===== src/rtl/rrd_pkg.sv =====
// ----------------------------------------------------------------------------
// Round-robin dispatcher package
// Sizes, transaction payload types and a helper function that the channel
// interfaces and the dispatcher share.
// ----------------------------------------------------------------------------
package rrd_pkg;

	localparam int NUM_JOBS   = 4;
	localparam int TIME_WIDTH = 16;
	localparam int JOB_W      = (NUM_JOBS > 1) ? $clog2(NUM_JOBS) : 1;
	localparam int CAND_W     = JOB_W + 1;
	localparam int TOTAL_W    = TIME_WIDTH + $clog2(NUM_JOBS);
	localparam int SLICE_W    = TIME_WIDTH + 8;
	localparam int TOTAL_OUT_W = 18;
	localparam int SAT_W      = TOTAL_W + TOTAL_OUT_W;
	localparam int PADDR_W    = 3;

	localparam logic [TOTAL_OUT_W-1:0] TOTAL_MAX = '1;
	localparam logic [7:0] QUANTUM_RESET = 8'd2;

	typedef enum logic {
		OP_LOAD     = 1'b0,
		OP_DISPATCH = 1'b1
	} op_t;

	typedef enum logic {
		REG_QUANTUM = 1'b0,
		REG_NONE    = 1'b1
	} reg_idx_t;

	typedef struct packed {
		logic        op;
		logic [1:0]  job_index;
		logic [15:0] burst_time;
	} cmd_t;

	typedef struct packed {
		logic [1:0]             job_id;
		logic [7:0]             slice_used;
		logic                   job_finished;
		logic                   idle;
		logic [TOTAL_OUT_W-1:0] total_left;
	} res_t;

	// Clamp the exact internal total to the reported field width.
	function automatic logic [TOTAL_OUT_W-1:0] sat_total(input logic [TOTAL_W-1:0] total);
		logic [SAT_W-1:0] wide;
		wide = SAT_W'(total);
		if (wide > SAT_W'(TOTAL_MAX)) begin
			return TOTAL_MAX;
		end
		return wide[TOTAL_OUT_W-1:0];
	endfunction

endpackage


===== src/rtl/rrd_cmd_if.sv =====
// ----------------------------------------------------------------------------
// Round-robin dispatcher command channel
// Valid/ready channel that carries load and dispatch transactions.
// ----------------------------------------------------------------------------
interface rrd_cmd_if;
	logic         valid;
	logic         ready;
	rrd_pkg::cmd_t data;

	modport source (output valid, output data, input ready);
	modport sink   (input valid, input data, output ready);
endinterface


===== src/rtl/rrd_res_if.sv =====
// ----------------------------------------------------------------------------
// Round-robin dispatcher result channel
// Valid/ready channel that carries one result per dispatch transaction.
// ----------------------------------------------------------------------------
interface rrd_res_if;
	logic         valid;
	logic         ready;
	rrd_pkg::res_t data;

	modport source (output valid, output data, input ready);
	modport sink   (input valid, input data, output ready);
endinterface


===== src/rtl/round_robin_dispatcher.sv =====
// ----------------------------------------------------------------------------
// Round-robin time-slice dispatcher
// Keeps the remaining run time of a small job table and hands out time
// slices to the jobs in circular order.
// ----------------------------------------------------------------------------
// Usage:
// The cmd channel takes load and dispatch transactions. A load writes the
// remaining time of one job and produces no result. A dispatch picks the
// next job with time left after the one served last, charges it the smaller
// of the quantum and its remaining time, and returns one transaction on the
// res channel; with no work left it returns an idle result.
// The quantum register sits at byte address 0 of the APB port.
// Sequencing: the input is ready only in the idle state, so a transaction is
// taken only once the last one has executed. The remaining times live in a
// synchronous memory: the entry is read at the accept edge and written back
// in the execute state. A dispatch result is registered when its execute
// state commits and is then held in the result register until taken.
// Reset empties the job table (per-job busy flags clear at once, so the
// memory needs no clearing pass), sets the search pointer to job 0 and the
// quantum to 2. When the receiver stalls, the result register holds its
// transaction; loads still go through, and the next dispatch is accepted but
// waits in its execute cycle until the result is taken, blocking the input.
// ----------------------------------------------------------------------------
module round_robin_dispatcher (
	input  logic                        clk,
	input  logic                        arst_n,
	rrd_cmd_if.sink                     cmd,
	rrd_res_if.source                   res,
	input  logic                        psel,
	input  logic                        penable,
	input  logic                        pwrite,
	input  logic [rrd_pkg::PADDR_W-1:0] paddr,
	input  logic [31:0]                 pwdata,
	output logic [31:0]                 prdata,
	output logic                        pready
);

	// Two-state sequencer: accept (and read the memory), then execute.
	typedef enum logic [1:0] {
		ST_IDLE = 2'b01,
		ST_EXEC = 2'b10
	} state_t;

	state_t state_q;

	// Configuration register.
	logic [7:0] quantum_q;

	// Job table: remaining times in memory, busy flags in flip-flops.
	// A job whose busy flag is clear reads as zero remaining time.
	logic [rrd_pkg::TIME_WIDTH-1:0] time_mem_q [rrd_pkg::NUM_JOBS];
	logic [rrd_pkg::NUM_JOBS-1:0]   busy_q;
	logic [rrd_pkg::JOB_W-1:0]      ptr_q;
	logic [rrd_pkg::TOTAL_W-1:0]    total_q;

	// Transaction captured at the accept edge.
	logic                           op_s1;
	logic                           load_ok_s1;
	logic [rrd_pkg::JOB_W-1:0]      addr_s1;
	logic [rrd_pkg::TIME_WIDTH-1:0] burst_s1;
	logic                           found_s1;
	logic [rrd_pkg::TIME_WIDTH-1:0] rd_data_s1;

	// Result register.
	logic          out_valid_q;
	rrd_pkg::res_t out_q;

	logic                           cmd_fire;
	logic                           exec_go;
	logic                           found;
	logic [rrd_pkg::JOB_W-1:0]      slot;
	logic [rrd_pkg::CAND_W-1:0]     cand;
	logic                           load_ok;
	logic [rrd_pkg::JOB_W-1:0]      rd_addr;
	logic [rrd_pkg::TIME_WIDTH-1:0] rem;
	logic [rrd_pkg::SLICE_W-1:0]    rem_w;
	logic [rrd_pkg::SLICE_W-1:0]    quant_w;
	logic [rrd_pkg::SLICE_W-1:0]    slice_w;
	logic [rrd_pkg::TIME_WIDTH-1:0] new_rem;
	logic [rrd_pkg::TOTAL_W-1:0]    disp_total;
	logic [rrd_pkg::TOTAL_W-1:0]    load_total;
	logic [rrd_pkg::JOB_W-1:0]      next_ptr;
	logic                           mem_we;
	logic [rrd_pkg::TIME_WIDTH-1:0] mem_wdata;
	logic                           cfg_we;

	// ------------------------------------------------------------------
	// Configuration port. Writes only land on the quantum register when
	// the address selects it; other addresses read back as zero.
	// ------------------------------------------------------------------
	assign pready = 1'b1;
	assign cfg_we = psel && penable && pwrite && pready
		&& (paddr[2] == rrd_pkg::REG_QUANTUM);

	always_comb begin
		prdata = '0;
		if (paddr[2] == rrd_pkg::REG_QUANTUM) begin
			prdata = {24'd0, quantum_q};
		end
	end

	always_ff @(posedge clk or negedge arst_n) begin
		if (!arst_n) begin
			quantum_q <= rrd_pkg::QUANTUM_RESET;
		end else if (cfg_we) begin
			quantum_q <= pwdata[7:0];
		end
	end

	// ------------------------------------------------------------------
	// Accept side. The circular search runs over the busy flags, starting
	// at the pointer, so the memory read can already target the chosen job.
	// ------------------------------------------------------------------
	assign cmd.ready = (state_q == ST_IDLE);
	assign cmd_fire  = cmd.valid && cmd.ready;

	always_comb begin
		found = 1'b0;
		slot  = '0;
		cand  = '0;
		// Walk from the far end down, so the nearest busy job wins.
		for (int k = rrd_pkg::NUM_JOBS - 1; k >= 0; k--) begin
			cand = {1'b0, ptr_q} + rrd_pkg::CAND_W'(k);
			if (cand >= rrd_pkg::CAND_W'(rrd_pkg::NUM_JOBS)) begin
				cand = cand - rrd_pkg::CAND_W'(rrd_pkg::NUM_JOBS);
			end
			if (busy_q[cand[rrd_pkg::JOB_W-1:0]]) begin
				found = 1'b1;
				slot  = cand[rrd_pkg::JOB_W-1:0];
			end
		end
	end

	// A load to a slot outside the table is dropped.
	assign load_ok = (32'(cmd.data.job_index) < rrd_pkg::NUM_JOBS);
	assign rd_addr = (cmd.data.op == rrd_pkg::OP_LOAD)
		? rrd_pkg::JOB_W'(cmd.data.job_index) : slot;

	always_ff @(posedge clk) begin
		if (cmd_fire) begin
			op_s1      <= cmd.data.op;
			load_ok_s1 <= load_ok;
			addr_s1    <= rd_addr;
			burst_s1   <= rrd_pkg::TIME_WIDTH'(cmd.data.burst_time);
			found_s1   <= found;
		end
	end

	// ------------------------------------------------------------------
	// Job time memory: read at accept, written in the execute cycle. The
	// next read comes at a later accept, after the write, so no forwarding
	// path is needed.
	// ------------------------------------------------------------------
	always_ff @(posedge clk) begin
		if (mem_we) begin
			time_mem_q[addr_s1] <= mem_wdata;
		end
		if (cmd_fire) begin
			rd_data_s1 <= time_mem_q[rd_addr];
		end
	end

	// ------------------------------------------------------------------
	// Execute cycle: modify the entry that was read.
	// ------------------------------------------------------------------
	assign rem     = busy_q[addr_s1] ? rd_data_s1 : '0;
	assign rem_w   = rrd_pkg::SLICE_W'(rem);
	// A quantum of zero still charges one unit.
	assign quant_w = (quantum_q == 8'd0) ? rrd_pkg::SLICE_W'(1)
		: rrd_pkg::SLICE_W'(quantum_q);
	assign slice_w = (rem_w < quant_w) ? rem_w : quant_w;
	assign new_rem = rem - rrd_pkg::TIME_WIDTH'(slice_w);

	assign disp_total = total_q - rrd_pkg::TOTAL_W'(slice_w);
	assign load_total = total_q - rrd_pkg::TOTAL_W'(rem) + rrd_pkg::TOTAL_W'(burst_s1);

	assign next_ptr = (addr_s1 == rrd_pkg::JOB_W'(rrd_pkg::NUM_JOBS - 1))
		? '0 : addr_s1 + rrd_pkg::JOB_W'(1);

	// A dispatch needs room in the result register before it commits.
	assign exec_go = (state_q == ST_EXEC)
		&& !((op_s1 == rrd_pkg::OP_DISPATCH) && out_valid_q && !res.ready);

	always_comb begin
		mem_we    = 1'b0;
		mem_wdata = new_rem;
		if (exec_go) begin
			if (op_s1 == rrd_pkg::OP_LOAD) begin
				mem_we    = load_ok_s1;
				mem_wdata = burst_s1;
			end else begin
				mem_we = found_s1;
			end
		end
	end

	always_ff @(posedge clk or negedge arst_n) begin
		if (!arst_n) begin
			state_q <= ST_IDLE;
			busy_q  <= '0;
			ptr_q   <= '0;
			total_q <= '0;
		end else begin
			case (state_q)
				ST_IDLE: begin
					if (cmd_fire) begin
						state_q <= ST_EXEC;
					end
				end
				ST_EXEC: begin
					if (exec_go) begin
						state_q <= ST_IDLE;
						if (op_s1 == rrd_pkg::OP_LOAD) begin
							if (load_ok_s1) begin
								busy_q[addr_s1] <= (burst_s1 != '0);
								total_q         <= load_total;
							end
						end else if (found_s1) begin
							busy_q[addr_s1] <= (new_rem != '0);
							total_q         <= disp_total;
							ptr_q           <= next_ptr;
						end
					end
				end
				default: begin
					state_q <= ST_IDLE;
				end
			endcase
		end
	end

	// ------------------------------------------------------------------
	// Result register.
	// ------------------------------------------------------------------
	always_ff @(posedge clk or negedge arst_n) begin
		if (!arst_n) begin
			out_valid_q <= 1'b0;
		end else if (exec_go && (op_s1 == rrd_pkg::OP_DISPATCH)) begin
			out_valid_q <= 1'b1;
		end else if (res.ready) begin
			out_valid_q <= 1'b0;
		end
	end

	always_ff @(posedge clk) begin
		if (exec_go && (op_s1 == rrd_pkg::OP_DISPATCH)) begin
			if (found_s1) begin
				out_q.job_id       <= 2'(addr_s1);
				out_q.slice_used   <= slice_w[7:0];
				out_q.job_finished <= (new_rem == '0);
				out_q.idle         <= 1'b0;
				out_q.total_left   <= rrd_pkg::sat_total(disp_total);
			end else begin
				out_q.job_id       <= '0;
				out_q.slice_used   <= '0;
				out_q.job_finished <= 1'b0;
				out_q.idle         <= 1'b1;
				out_q.total_left   <= '0;
			end
		end
	end

	assign res.valid = out_valid_q;
	assign res.data  = out_q;

`ifndef SYNTHESIS
	// The exact total is zero exactly when no job is busy.
	a_total_matches_busy: assert property (@(posedge clk) disable iff (!arst_n)
		(total_q == '0) == (busy_q == '0))
	else $error("total and busy flags disagree");

	// An accepted command always moves the sequencer to execute.
	a_accept_to_exec: assert property (@(posedge clk) disable iff (!arst_n)
		cmd_fire |=> (state_q == ST_EXEC))
	else $error("accepted command did not reach execute");

	// An idle result charges nothing and reports no work left.
	a_idle_result: assert property (@(posedge clk) disable iff (!arst_n)
		(res.valid && res.data.idle) |->
			(res.data.slice_used == 8'd0) && (res.data.total_left == '0)
			&& !res.data.job_finished)
	else $error("idle result carries work");

	// A committed dispatch always leaves a result in the register.
	a_dispatch_result: assert property (@(posedge clk) disable iff (!arst_n)
		(exec_go && (op_s1 == rrd_pkg::OP_DISPATCH)) |=> out_valid_q)
	else $error("dispatch result lost");
`endif

endmodule

===== src/flat_wrapper.sv =====
// flat-port wrapper written by rule: the top's interface ports become plain ports
module round_robin_dispatcher_flat 
  (clk, arst_n, psel, penable, pwrite, paddr, pwdata, prdata, pready, cmd_valid, cmd_data, cmd_ready, res_valid, res_data, res_ready);
  rrd_cmd_if cmd_i ();
  rrd_res_if res_i ();
  input  logic clk;
  input  logic arst_n;
  input  logic psel;
  input  logic penable;
  input  logic pwrite;
  input  logic [rrd_pkg::PADDR_W-1:0] paddr;
  input  logic [31:0] pwdata;
  output logic [31:0] prdata;
  output logic pready;
  input wire logic [$bits(cmd_i.valid)-1:0] cmd_valid;
  input wire logic [$bits(cmd_i.data)-1:0] cmd_data;
  output wire logic [$bits(cmd_i.ready)-1:0] cmd_ready;
  output wire logic [$bits(res_i.valid)-1:0] res_valid;
  output wire logic [$bits(res_i.data)-1:0] res_data;
  input wire logic [$bits(res_i.ready)-1:0] res_ready;
  assign cmd_i.valid = cmd_valid;
  assign cmd_i.data = cmd_data;
  assign cmd_ready = cmd_i.ready;
  assign res_valid = res_i.valid;
  assign res_data = res_i.data;
  assign res_i.ready = res_ready;
  round_robin_dispatcher u_core (.clk(clk), .arst_n(arst_n), .cmd(cmd_i), .res(res_i), .psel(psel), .penable(penable), .pwrite(pwrite), .paddr(paddr), .pwdata(pwdata), .prdata(prdata), .pready(pready));
endmodule

===== config.mk =====
export PLATFORM = sky130hd
export DESIGN_NAME = round_robin_dispatcher_flat
export DESIGN_NICKNAME = d
export VERILOG_FILES = /design/src/rtl/rrd_pkg.sv /design/src/rtl/rrd_cmd_if.sv /design/src/rtl/rrd_res_if.sv /design/src/rtl/round_robin_dispatcher.sv /design/src/flat_wrapper.sv
export SDC_FILE = /design/constraint.sdc
export NUM_CORES = 1
export LEC_CHECK = 0
export ABC_AREA = 1
export ABC_CLOCK_PERIOD_IN_PS = 5600
export BUFFER_PORTS_ARGS = -buffer_cell sky130_fd_sc_hd__buf_2
export CORE_ASPECT_RATIO = 1.75
export CORE_MARGIN = 5
export CORE_UTILIZATION = 59
export DETAILED_ROUTE_END_ITERATION = 6
export PLACE_DENSITY = 0.81
export SETUP_SLACK_MARGIN = 0.1
export SLEW_MARGIN = 20
export SYNTH_ARGS = -nofsm -noshare
export SYNTH_HDL_FRONTEND = slang
export SYNTH_SLANG_ARGS = --single-unit

===== constraint.sdc =====
create_clock -name clk -period 5.6 [get_ports clk]
set_clock_uncertainty 0.15 [all_clocks]
set_input_delay 1.4 -clock clk [delete_from_list [all_inputs] [get_ports clk]]
set_output_delay 1.4 -clock clk [all_outputs]
set_load 0.02 [all_outputs]

**Yosys cells after proc, flatten, opt, wreduce, memory -nomap -nowiden**

Memories as Yosys holds them, arrays and structs flattened. A register that Yosys moved wholly into a read port is not among the register bits.
Cells that the tools add are included.
Widths: inputs -> output; s select.

- Divide/modulo/power cells: 0
- $lt $le $gt $ge: 11
- Add/subtract/negate cells: 12
- Eq/ne operators: 6
- Reductions and logical operators: 20
- Bitwise gates (word level): 1
- $mul: 0
- Muxes and demuxes: 45
- Shift operators: 0

Operators by type and width:

| cell | number |
|---|---|
| $mux 16 | 4 |
| $mux 18 | 2 |
| $reduce_bool 16->1 | 2 |
| $lt 16x24->1 | 1 |
| $mux 2 | 12 |
| $mux 19 | 1 |
| $add 18x16->18 | 1 |
| $sub 18x16->18 | 1 |
| $sub 18x18->18 | 1 |
| $logic_not 16->1 | 1 |
| $mux 8 | 2 |
| $sub 16x16->16 | 1 |
| $lt 2x3->1 const B | 5 |
| $mux 1 | 13 |
| $bmux 1 s2 | 5 |
| $ge 3x3->1 const B | 3 |
| $logic_and 1x1->1 | 9 |
| $bwmux 4 | 2 |
| $logic_not 8->1 | 1 |
| $mux 4 | 2 |
| $sub 2x1->2 const B | 4 |
| $add 2x2->3 const B | 2 |
| $eq 2x2->1 const B | 2 |
| $ne 2x2->1 const B | 2 |
| 15 further kinds | 16 |

- Logic and storage cells: 111
- Latch bits: 0
- Memories kept: 1
- Flip-flop bits (word level): 85
- Bits in read-only memories: 0
- Output and inout bits: 65
- Input bits: 61
- Bits in writable memories: 64

Memories:

| memory | words | width | read ports | clocked after Yosys merged registers in | write ports | line | RTL |
|---|---|---|---|---|---|---|---|
| u_core.time_mem_q | 4 | 16 | 1 | 1 | 1 | round_robin_dispatcher.sv:51 | `logic [rrd_pkg::TIME_WIDTH-1:0] time_mem_q [rrd_pkg::NUM_JOBS];` |

**Longest topological paths before layout**

Gate-level depths: netlist of the first run.

- Depth in word-level cells: 10
- Mapped depth: 34
- Depth with buffers taken out: 33

**Least setup slack after synthesis of the first run**

No wires, ideal clock.

- Path kind: reg2reg
- From: reg u_core.addr_s1[0] (netlist bit)
- To: reg u_core.busy_q[0] (netlist bit)
- Stages on the path, launching flop included: 32
- Buffers on the path: 1
- Clock period less this slack: 4.515 ns
- Setup slack: 1.085 ns
- Arrival time: 4.244 ns
- Cell sequence: edfxtp_1 > nand2_1 > nand3_4 > nand2_4 > inv_2 > buf_6 > nand2_1 > inv_1 > ha_1 > a21oi_1 > nor2_1 > a211oi_1 > nand4_1 > nor3_4 > nand2_4 > nand2_1 > nand2_1 > inv_1 > ha_1 > inv_1 > fa_1 > nand3_1 > nand2_1 > a21oi_1 > nand2_1 > nor2_1 > nand2_1 > xor2_1 > nor2_1 > nand4_1 > nand2_1 > nand2_1

- Cells in the longest elaborated chain, start to end: 10

Ends and longest elaborated chain:

| element | line | RTL |
|---|---|---|
| from (decl) | round_robin_dispatcher.sv:59 | `logic [rrd_pkg::JOB_W-1:0] addr_s1;` |
| from (signal assigned) | round_robin_dispatcher.sv:143 | `addr_s1 <= rd_addr;` |
| $bmux 1 s2 (*) | round_robin_dispatcher.sv:166 | `assign rem = busy_q[addr_s1] ? rd_data_s1 : '0;` |
| $mux 1 (not written as such) (*) | round_robin_dispatcher.sv:166 |  |
| $mux 16 (*) | round_robin_dispatcher.sv:166 |  |
| $lt 16x24->1 | round_robin_dispatcher.sv:171 | `assign slice_w = (rem_w < quant_w) ? rem_w : quant_w;` |
| $mux 16 (*) | round_robin_dispatcher.sv:171 |  |
| net u_core.slice_w, one bit | round_robin_dispatcher.sv:78 | `logic [rrd_pkg::SLICE_W-1:0] slice_w;` |
| $sub 16x16->16 (*) | round_robin_dispatcher.sv:172 | `assign new_rem = rem - rrd_pkg::TIME_WIDTH'(slice_w);` |
| $reduce_bool 16->1 (*) | round_robin_dispatcher.sv:219 | `busy_q[addr_s1] <= (new_rem != '0);` |
| $bwmux 4 (*) | round_robin_dispatcher.sv:219 |  |
| $mux 4 (*) | round_robin_dispatcher.sv:218 | `end else if (found_s1) begin` |
| $mux 4 (*) | round_robin_dispatcher.sv:213 | `if (op_s1 == rrd_pkg::OP_LOAD) begin` |
| to (signal, indexed assignment) | round_robin_dispatcher.sv:215 | `busy_q[addr_s1] <= (burst_s1 != '0);` |
| to (signal, indexed assignment) | round_robin_dispatcher.sv:219 |  |
| to (decl) | round_robin_dispatcher.sv:52 | `logic [rrd_pkg::NUM_JOBS-1:0] busy_q;` |

The timed path passes the listed nets; every way through them passes the cells marked *. The select of a mux whose other input is x is not followed.
A chain may end at the register's enable or synchronous reset.

**Worst setup path after layout of the first run**

- From: reg u_core.addr_s1[0] (netlist bit)
- To: reg u_core.total_q[11] (netlist bit)

- Cells in the longest elaborated chain, start to end: 8

Ends and longest elaborated chain:

| element | line | RTL |
|---|---|---|
| $bmux 1 s2 (*) | round_robin_dispatcher.sv:166 |  |
| $mux 1 (not written as such) (*) | round_robin_dispatcher.sv:166 |  |
| $mux 16 (*) | round_robin_dispatcher.sv:166 |  |
| $lt 16x24->1 | round_robin_dispatcher.sv:171 |  |
| $mux 16 | round_robin_dispatcher.sv:171 |  |
| $sub 18x18->18 | round_robin_dispatcher.sv:174 | `assign disp_total = total_q - rrd_pkg::TOTAL_W'(slice_w);` |
| $mux 18 | round_robin_dispatcher.sv:218 |  |
| $mux 18 (*) | round_robin_dispatcher.sv:213 |  |
| to (signal assigned) | round_robin_dispatcher.sv:216 | `total_q <= load_total;` |
| to (signal assigned) | round_robin_dispatcher.sv:220 | `total_q <= disp_total;` |
| to (decl) | round_robin_dispatcher.sv:54 | `logic [rrd_pkg::TOTAL_W-1:0] total_q;` |

Every way passes the cells marked *; elsewhere a longest branch is shown, timed or not. The select of a mux whose other input is x is not followed.

==> key figures, run 1 <==
Timing
  – Final hold violation count: 0
  – Rel. slew slack: 0.3243
  – Setup TNS Final: 0 ns
  – Fin. max-slew vios: 0
  – Worst slew pin tran: approximately 1 ns
  – Final Cycle Share: 0.9182
  – Hold_ws: 0.3685 ns
  – RSZ-0062 raised after global routing: true
  – Count of final setup violators: 0
  – Period minus WS final: 5.142 ns
  – Max Clock Freq: around 190 MHz

Die
  – Die H: 184.0 um
  – Rows: between 60 and 70
  – Core area: 17030 sq um
  – Die footprint: 20140 sq um
  – Starting density of the core: 0.5997
  – Die Span X: 109.4 um
  – IO Count: 126

Worst setup path
  – CP max stage cell: edfxtp_1
  – Crit path from: u_core.addr_s1[0]$_DFFE_PP_
  – Reg2reg end: u_core.total_q[11]$_DFFE_PN0P_
  – Critical Path End: u_core.total_q[11]$_DFFE_PN0P_
  – Crit end category: flip-flop
  – Worst R2R Start: u_core.addr_s1[0]$_DFFE_PP_
  – Most common cell type on the critical path: nand2_1
  – Worst-path maximum fanout: 9
  – Required time of the critical path: 5.81 ns
  – WP data arrival: 5.35 ns
  – Slowest cell delay on critical path: approximately 0.5 ns
  – R2R setup slack: 0.46 ns
  – Worst r2r path cells: 28
  – Kind of critical path: reg2reg
  – Startpoint type of the worst setup path: flip-flop

Power and ir drop
  – Leak pwr: between 5 and 6 nW
  – Worst vdd ir: 0.3945 mV
  – PD cells: ~660 nW/um^2
  – Int Pwr: a little under 0.004 W
  – Seq pwr share: 0.250
  – Switching Fraction: 0.4842
  – Tot Pwr: 0.007652 W
  – Combinational cell fraction of total power: 0.596
  – P_sw: 0.003705 W
  – Clock share of power: 0.154

Yosys
  – Dominant synthesized flop cell: edfxtp_1
  – Cell count after synthesis: roughly 1200
  – Post-synth ARST share: 0.2121
  – Netlist Area Pre-Place: roughly 10000 sq um
  – Register bit total from synthesis: 165
  – Avg Inst Size Synth: between 8 and 9 sq um
  – Netlist cell types: 53
  – YS warnings: 0
  – Post-synth EDFFs: 130
  – Post-synthesis sequential area ratio: 0.4683

Detailed routing
  – Detailed Route Iter0 Violations: 406
  – Vias per cell: roughly 5.4
  – Wire per inst: 15.86 um
  – Routed wire length: 24350 um
  – DRC viols: 0
  – DR vias: around 8300
  – Drt first pass iters: 5
  – Number of routed nets with antenna violations: 0

Run
  – Max Cap Viol: 0

GRT
  – Antenna violations before repair: 1
  – Vias in the first global route: 8205
  – Largest net degree at the start of global routing: 37
  – First-pass GRT wire length: 38730 um
  – Total grt overflow: 0
  – GR Util All Layers: 0.2503

CTS
  – H-tree depth: 4
  – CTS tree: built
  – CTS buffer count: 17
  – Clock root cell: clkbuf_16
  – Worst-Skew Late Latency: 0.45 ns
  – CTS Sinks: 165
  – Max Root-Sink Buffers: 2
  – Hold-fix buffers, CTS: 0
  – CTS clk-pin slew, worst paths: approximately 0.070 ns

Finish
  – Filler cells: between 1000 and 1500
  – Cell Count, Final, Fillers Out: ~1500
  – Ratio of cells with drive above 1 in the final layout: 0.1438
  – Area grow syn2layout: 13.34%
  – Nets: 1426

Placed design
  – Placed Cells incl. Taps: about 1500
  – Port Buf Inserts: 74
  – Placer congestion estimate: approximately 0.94
  – HPWL Detailed: 18280 um

Outcome
  – Status: completed

Min path
  – HP Class: reg2reg
==> per-stage QoR <==
step | area (sq um) | worst slack [ns] | utilization
2_1_floorplan | 10330 | 1.085 | -
3_3_place_gp | 10870 | 0.3547 | 0.6383
3_5_place_dp | 10870 | 0.2816 | 0.6383
4_1_cts | 11470 | 0.2546 | 0.6737
5_1_grt | 11570 | 0.08663 | 0.6797
6_report | 11570 | 0.4581 | 0.6797
==> repair_timing <==
| action | 4_1_cts | 5_1_grt |
|---|---|---|
| gates resized for setup | 0 | 8 |
| endpoints found under the setup margin | 0 | 27 |
| setup buffers | 0 | 6 |
==> power groups by stage <==
stage / combinational [W] / clock, W / sequential (W)
4_1_cts: 0.00445 / 0.00119 / 0.00192
2_1_floorplan: 0.00333 / 0 / 0.00191
3_3_place_gp: 0.00426 / 0 / 0.00194
3_5_place_dp: 0.00438 / 0 / 0.00194
6_report: 0.00456 / 0.00118 / 0.00192
5_1_grt: 0.00513 / 0.00124 / 0.00194
==> cell families (layout without fill, tap and decap cells) <==
kind of cell / count (synthesis) / in the layout / share of synthesized area
and+or+nand+nor: 513 / 513 / 0.2152
buffers and inverters: 224 / 313 / 0.09423
AOI/OAI and AO/OA: 191 / 191 / 0.1033
DFF: 165 / 165 / 0.4683
adders and majority gates: 71 / 71 / 0.1002
xor gates and xnor gates: 21 / 21 / 0.01801
other: 2 / 34 / 0.0007355
==> synthesized netlist by cell type, types with 7 or more instances <==
cell type / instances / area (sq um)
xor2_1: 14 / 122.6
clkbuf_1: 12 / 45.04
o21ai_0: 59 / 295.3
nand4_1: 9 / 56.30
o211ai_1: 8 / 60.06
nor2_2: 8 / 50.05
nor2_1: 107 / 401.6
fa_1: 18 / 360.4
edfxtp_1: 130 / 3904
xnor2_1: 7 / 61.31
inv_1: 168 / 630.6
nand2_1: 286 / 1074
ha_1: 53 / 663.1
dfrtp_1: 33 / 825.8
a21oi_1: 57 / 285.3
buf_4: 29 / 217.7
nand2_2: 12 / 75.07
nand3_1: 63 / 315.3
nor3_1: 9 / 45.04
o21ai_1: 38 / 190.2
==> routing by layer <==
metal	global-route usage	vias to the layer above	wire length [um]
met5	0	-	0
met4	0.1398	0	1251
met3	0.02917	86	1179
met2	0.4588	294	12940
met1	0.2728	3833	8979
li1	-	4072	-
==> state kept, by name (all words and copies together) (netlist names), 4 cells and up <==
register / flops
u_core.time_mem_q: 64
u_core.res.data: 30
u_core.total_q: 18
u_core.burst_s1: 16
u_core.rd_data_s1: 16
u_core.quantum_q: 8
u_core.busy_q: 4
==> cells in the final DEF, fill, tap and decap left out, types with 7 or more instances in the layout <==
master,n
o21ai_0,59
a21oi_1,56
nor3_1,9
nand2_1,286
buf_4,30
inv_1,168
fa_1,18
nand2_2,12
conb_1,33
nor2_2,11
clkbuf_16,17
nand3_1,63
edfxtp_1,130
nand4_1,9
o211ai_1,8
nor2_1,103
dfrtp_1,33
buf_2,74
xor2_1,14
o21ai_1,37
xnor2_1,7
ha_1,52
==> worst max-delay path, delay by kind of cell, from the launching register on <==
kind                       cells  cell delay, ns
DFF                            1            0.49
adders and majority gates      2            0.71
and+or+nand+nor               16            1.97
AOI/OAI and AO/OA              7            1.40
buffers and inverters          3            0.31
==> cell type report <==
class                           count  area, sq um  share of cell area
Antenna cell                        1        2.502           0.0002162
Clock buffer                       17        425.4             0.03676
Clock inverter                     15        177.7             0.01535
Inverter                          176        663.1             0.05730
Multi-Input combinational cell    829         4623              0.3995
Sequential cell                   165         4782              0.4132
Tap cell                          227        284.0             0.02454
Timing Repair Buffer              105        615.6             0.05319
==> worst min path at each step <==
stage	endpoint	from	depth (start not counted)
global route	u_core.res.valid$_DFFE_PN0P_	u_core.res.valid$_DFFE_PN0P_	2
CTS	u_core.res.valid$_DFFE_PN0P_	u_core.res.valid$_DFFE_PN0P_	2
finish	u_core.res.valid$_DFFE_PN0P_	u_core.res.valid$_DFFE_PN0P_	2
detailed placement	u_core.res.valid$_DFFE_PN0P_	u_core.res.valid$_DFFE_PN0P_	2
global placement	u_core.res.valid$_DFFE_PN0P_	u_core.res.valid$_DFFE_PN0P_	2
floorplan	u_core.total_q[14]$_DFFE_PN0P_	u_core.total_q[14]$_DFFE_PN0P_	2
No activity file was read; power rests on OpenSTA's default activity.
==> inputs of run 2 (changes only) <==
REMOVE_ABC_BUFFERS = 1   (was unset)
==> run 2 against run 1 <==
- total power fell by 0.23%
- register-to-register slack better by 0.13 ns
- cell area grew 0.28%
- sequential share of layout area down 0.12 points
- routed wire length shrank 0.61%
- fmax rose by 2.5%
- via count is the same
- cell count about the same
- critical path type unchanged
- critical endpoint is now u_core.busy_q[1]$_DFFE_PN0P_
==> key figures, run 2 (same netlist as run 1, synthesis figures left out) <==
Outcome
  – Status: completed

Placed design
  – Post-placement setup slack: 0.1509 ns
  – HPWL Detailed: 18320 um
  – Port Buf Inserts: 74
  – Placer congestion estimate: 0.9247
  – Placed Cells incl. Taps: 1493

GRT
  – Vias in the first global route: 8200
  – Antenna violations before repair: 0
  – First-pass GRT wire length: between 30000 and 40000 um
  – GR Util All Layers: 0.2496
  – Largest net degree at the start of global routing: 37
  – Total grt overflow: 0

Power and ir drop
  – Leak pwr: 5.437 nW
  – Tot Pwr: approximately 0.0076 W
  – Worst vdd ir: 0.3713 mV
  – PD cells: 657.8 nW/um^2

Finish
  – Nets: 1426
  – Area grow syn2layout: 13.66%
  – Cell Count, Final, Fillers Out: 1534
  – Commonest non-fill, non-tap cells in the layout: nand2_1 (284), inv_1 (167), edfxtp_1 (130)
  – Ratio of cells with drive above 1 in the final layout: 0.1469
  – Reg with most FFs: u_core.time_mem_q
  – Commonest non-fill, non-tap cell in the layout: nand2_1
  – Max reg flops: 64
  – Post-layout util: 0.6817
  – N_diodes: 0

Detailed routing
  – Drt first pass iters: 5
  – DR vias: approximately 8300
  – Number of routed nets with antenna violations: 0
  – Routed wire length: 24200 um
  – Top sig layer: met4
  – Met1 Routed Length: 8808 um
  – Detailed Route Iter0 Violations: ~520
  – Met2 WL post-DR: 13130 um
  – Vias per cell: between 5 and 6
  – Wire per inst: 15.78 um
  – DRC viols: 0
  – Met3 routed WL: 1101 um

Die
  – Rows: between 60 and 70
  – Starting density of the core: 0.5997
  – IO Count: 126
  – Die H: 184.0 um
  – Die Span X: 109.4 um
  – Die footprint: 20140 sq um
  – Core area: 17030 sq um

Worst setup path
  – Startpoint type of the worst setup path: flip-flop
  – Kind of critical path: reg2reg
  – WP data arrival: 5.20 ns
  – Slowest cell delay on critical path: between 0.4 and 0.5 ns
  – CP max stage cell: edfxtp_1
  – Most common cell type on the critical path: nand2_1
  – Required time of the critical path: approximately 5.8 ns
  – Worst-path maximum fanout: 12
  – Crit end category: flip-flop

Run
  – Max Cap Viol: 0

CTS
  – CTS clk-pin slew, worst paths: 0.07 ns
  – CTS Sinks: 165
  – Hold-fix buffers, CTS: 0
  – Worst-Skew Late Latency: 0.45 ns
  – CTS tree: built
  – CTS buffer count: 17
  – Clock root cell: clkbuf_16
  – Max Root-Sink Buffers: 2
  – H-tree depth: 4

Min path
  – HP Class: reg2reg

Timing
  – RSZ-0062 raised after global routing: false
  – Rel. slew slack: 0.2501
  – Count of final setup violators: 0
  – Fin. max-slew vios: 0
  – Period minus WS final: 5.014 ns
  – Max Clock Freq: roughly 200 MHz
  – Final hold violation count: 0
  – Setup TNS Final: 0 ns
  – Setup ws final: 0.5857 ns
  – Worst slew pin tran: 1.115 ns
  – Final Cycle Share: 0.8954
==> run 2: final timing paths <==
check,from,endpoint,slack [ns],cells after the start
hold reg to reg,u_core.res.valid$_DFFE_PN0P_,u_core.res.valid$_DFFE_PN0P_,0.36,2
setup reg to reg,u_core.addr_s1[0]$_DFFE_PP_,u_core.busy_q[1]$_DFFE_PN0P_,0.59,33
min in group asynchronous,arst_n,u_core.quantum_q[6]$_DFFE_PN0P_,0.90,1
max in group asynchronous,arst_n,u_core.total_q[13]$_DFFE_PN0P_,3.84,1
hold / removal,u_core.res.valid$_DFFE_PN0P_,u_core.res.valid$_DFFE_PN0P_,0.36,2
setup / recovery,u_core.addr_s1[0]$_DFFE_PP_,u_core.busy_q[1]$_DFFE_PN0P_,0.59,33
==> run 2: through the flow <==
| stage | area, sq um | hold slack [ns] |
|---|---|---|
| detailed placement | 10850 | 0.3464 |
| floorplan | 10030 | 0.3269 |
| CTS | 11490 | 0.3623 |
| finish | 11610 | 0.3560 |
| global route | 11610 | 0.3974 |
| global placement | 10850 | 0.3368 |
==> run 2: routing by layer <==
layer,global-route usage,up-vias
li1,-,4073
met1,0.2713,3883
met2,0.4600,260
met3,0.03656,69
met4,0.1253,0
met5,0,-
==> run 2: layout make-up <==
class                           instances  area, sq um
Fill cell                            1360         5420
Clock inverter                         15        185.2
Inverter                              176        668.1
Clock buffer                           17        425.4
Sequential cell                       165         4782
Timing Repair Buffer                  105        619.3
Multi-Input combinational cell        829         4642
Tap cell                              227        284.0
==> run 2: power breakdown <==
group | internal [W] | switching (W) | total [W]
Combinational | 0.00156 | 0.00298 | 0.00454
Clock | 0.000605 | 0.000572 | 0.00118
Sequential | 0.00179 | 0.000128 | 0.00191
==> run 2: what timing repair did <==
action	in CTS	in global routing
pin swaps	1	4
setup buffers	3	5
gates resized for setup	0	17
endpoints found under the setup margin	2	48
==> run 2: worst max-delay path: cells and delay by family (launching register included) <==
kind / cells / cell delay (ns)
simple gates: 23 / 2.58
fa+ha+maj: 2 / 0.73
compound gates: 2 / 0.32
buf+inv: 6 / 0.66
flops: 1 / 0.47
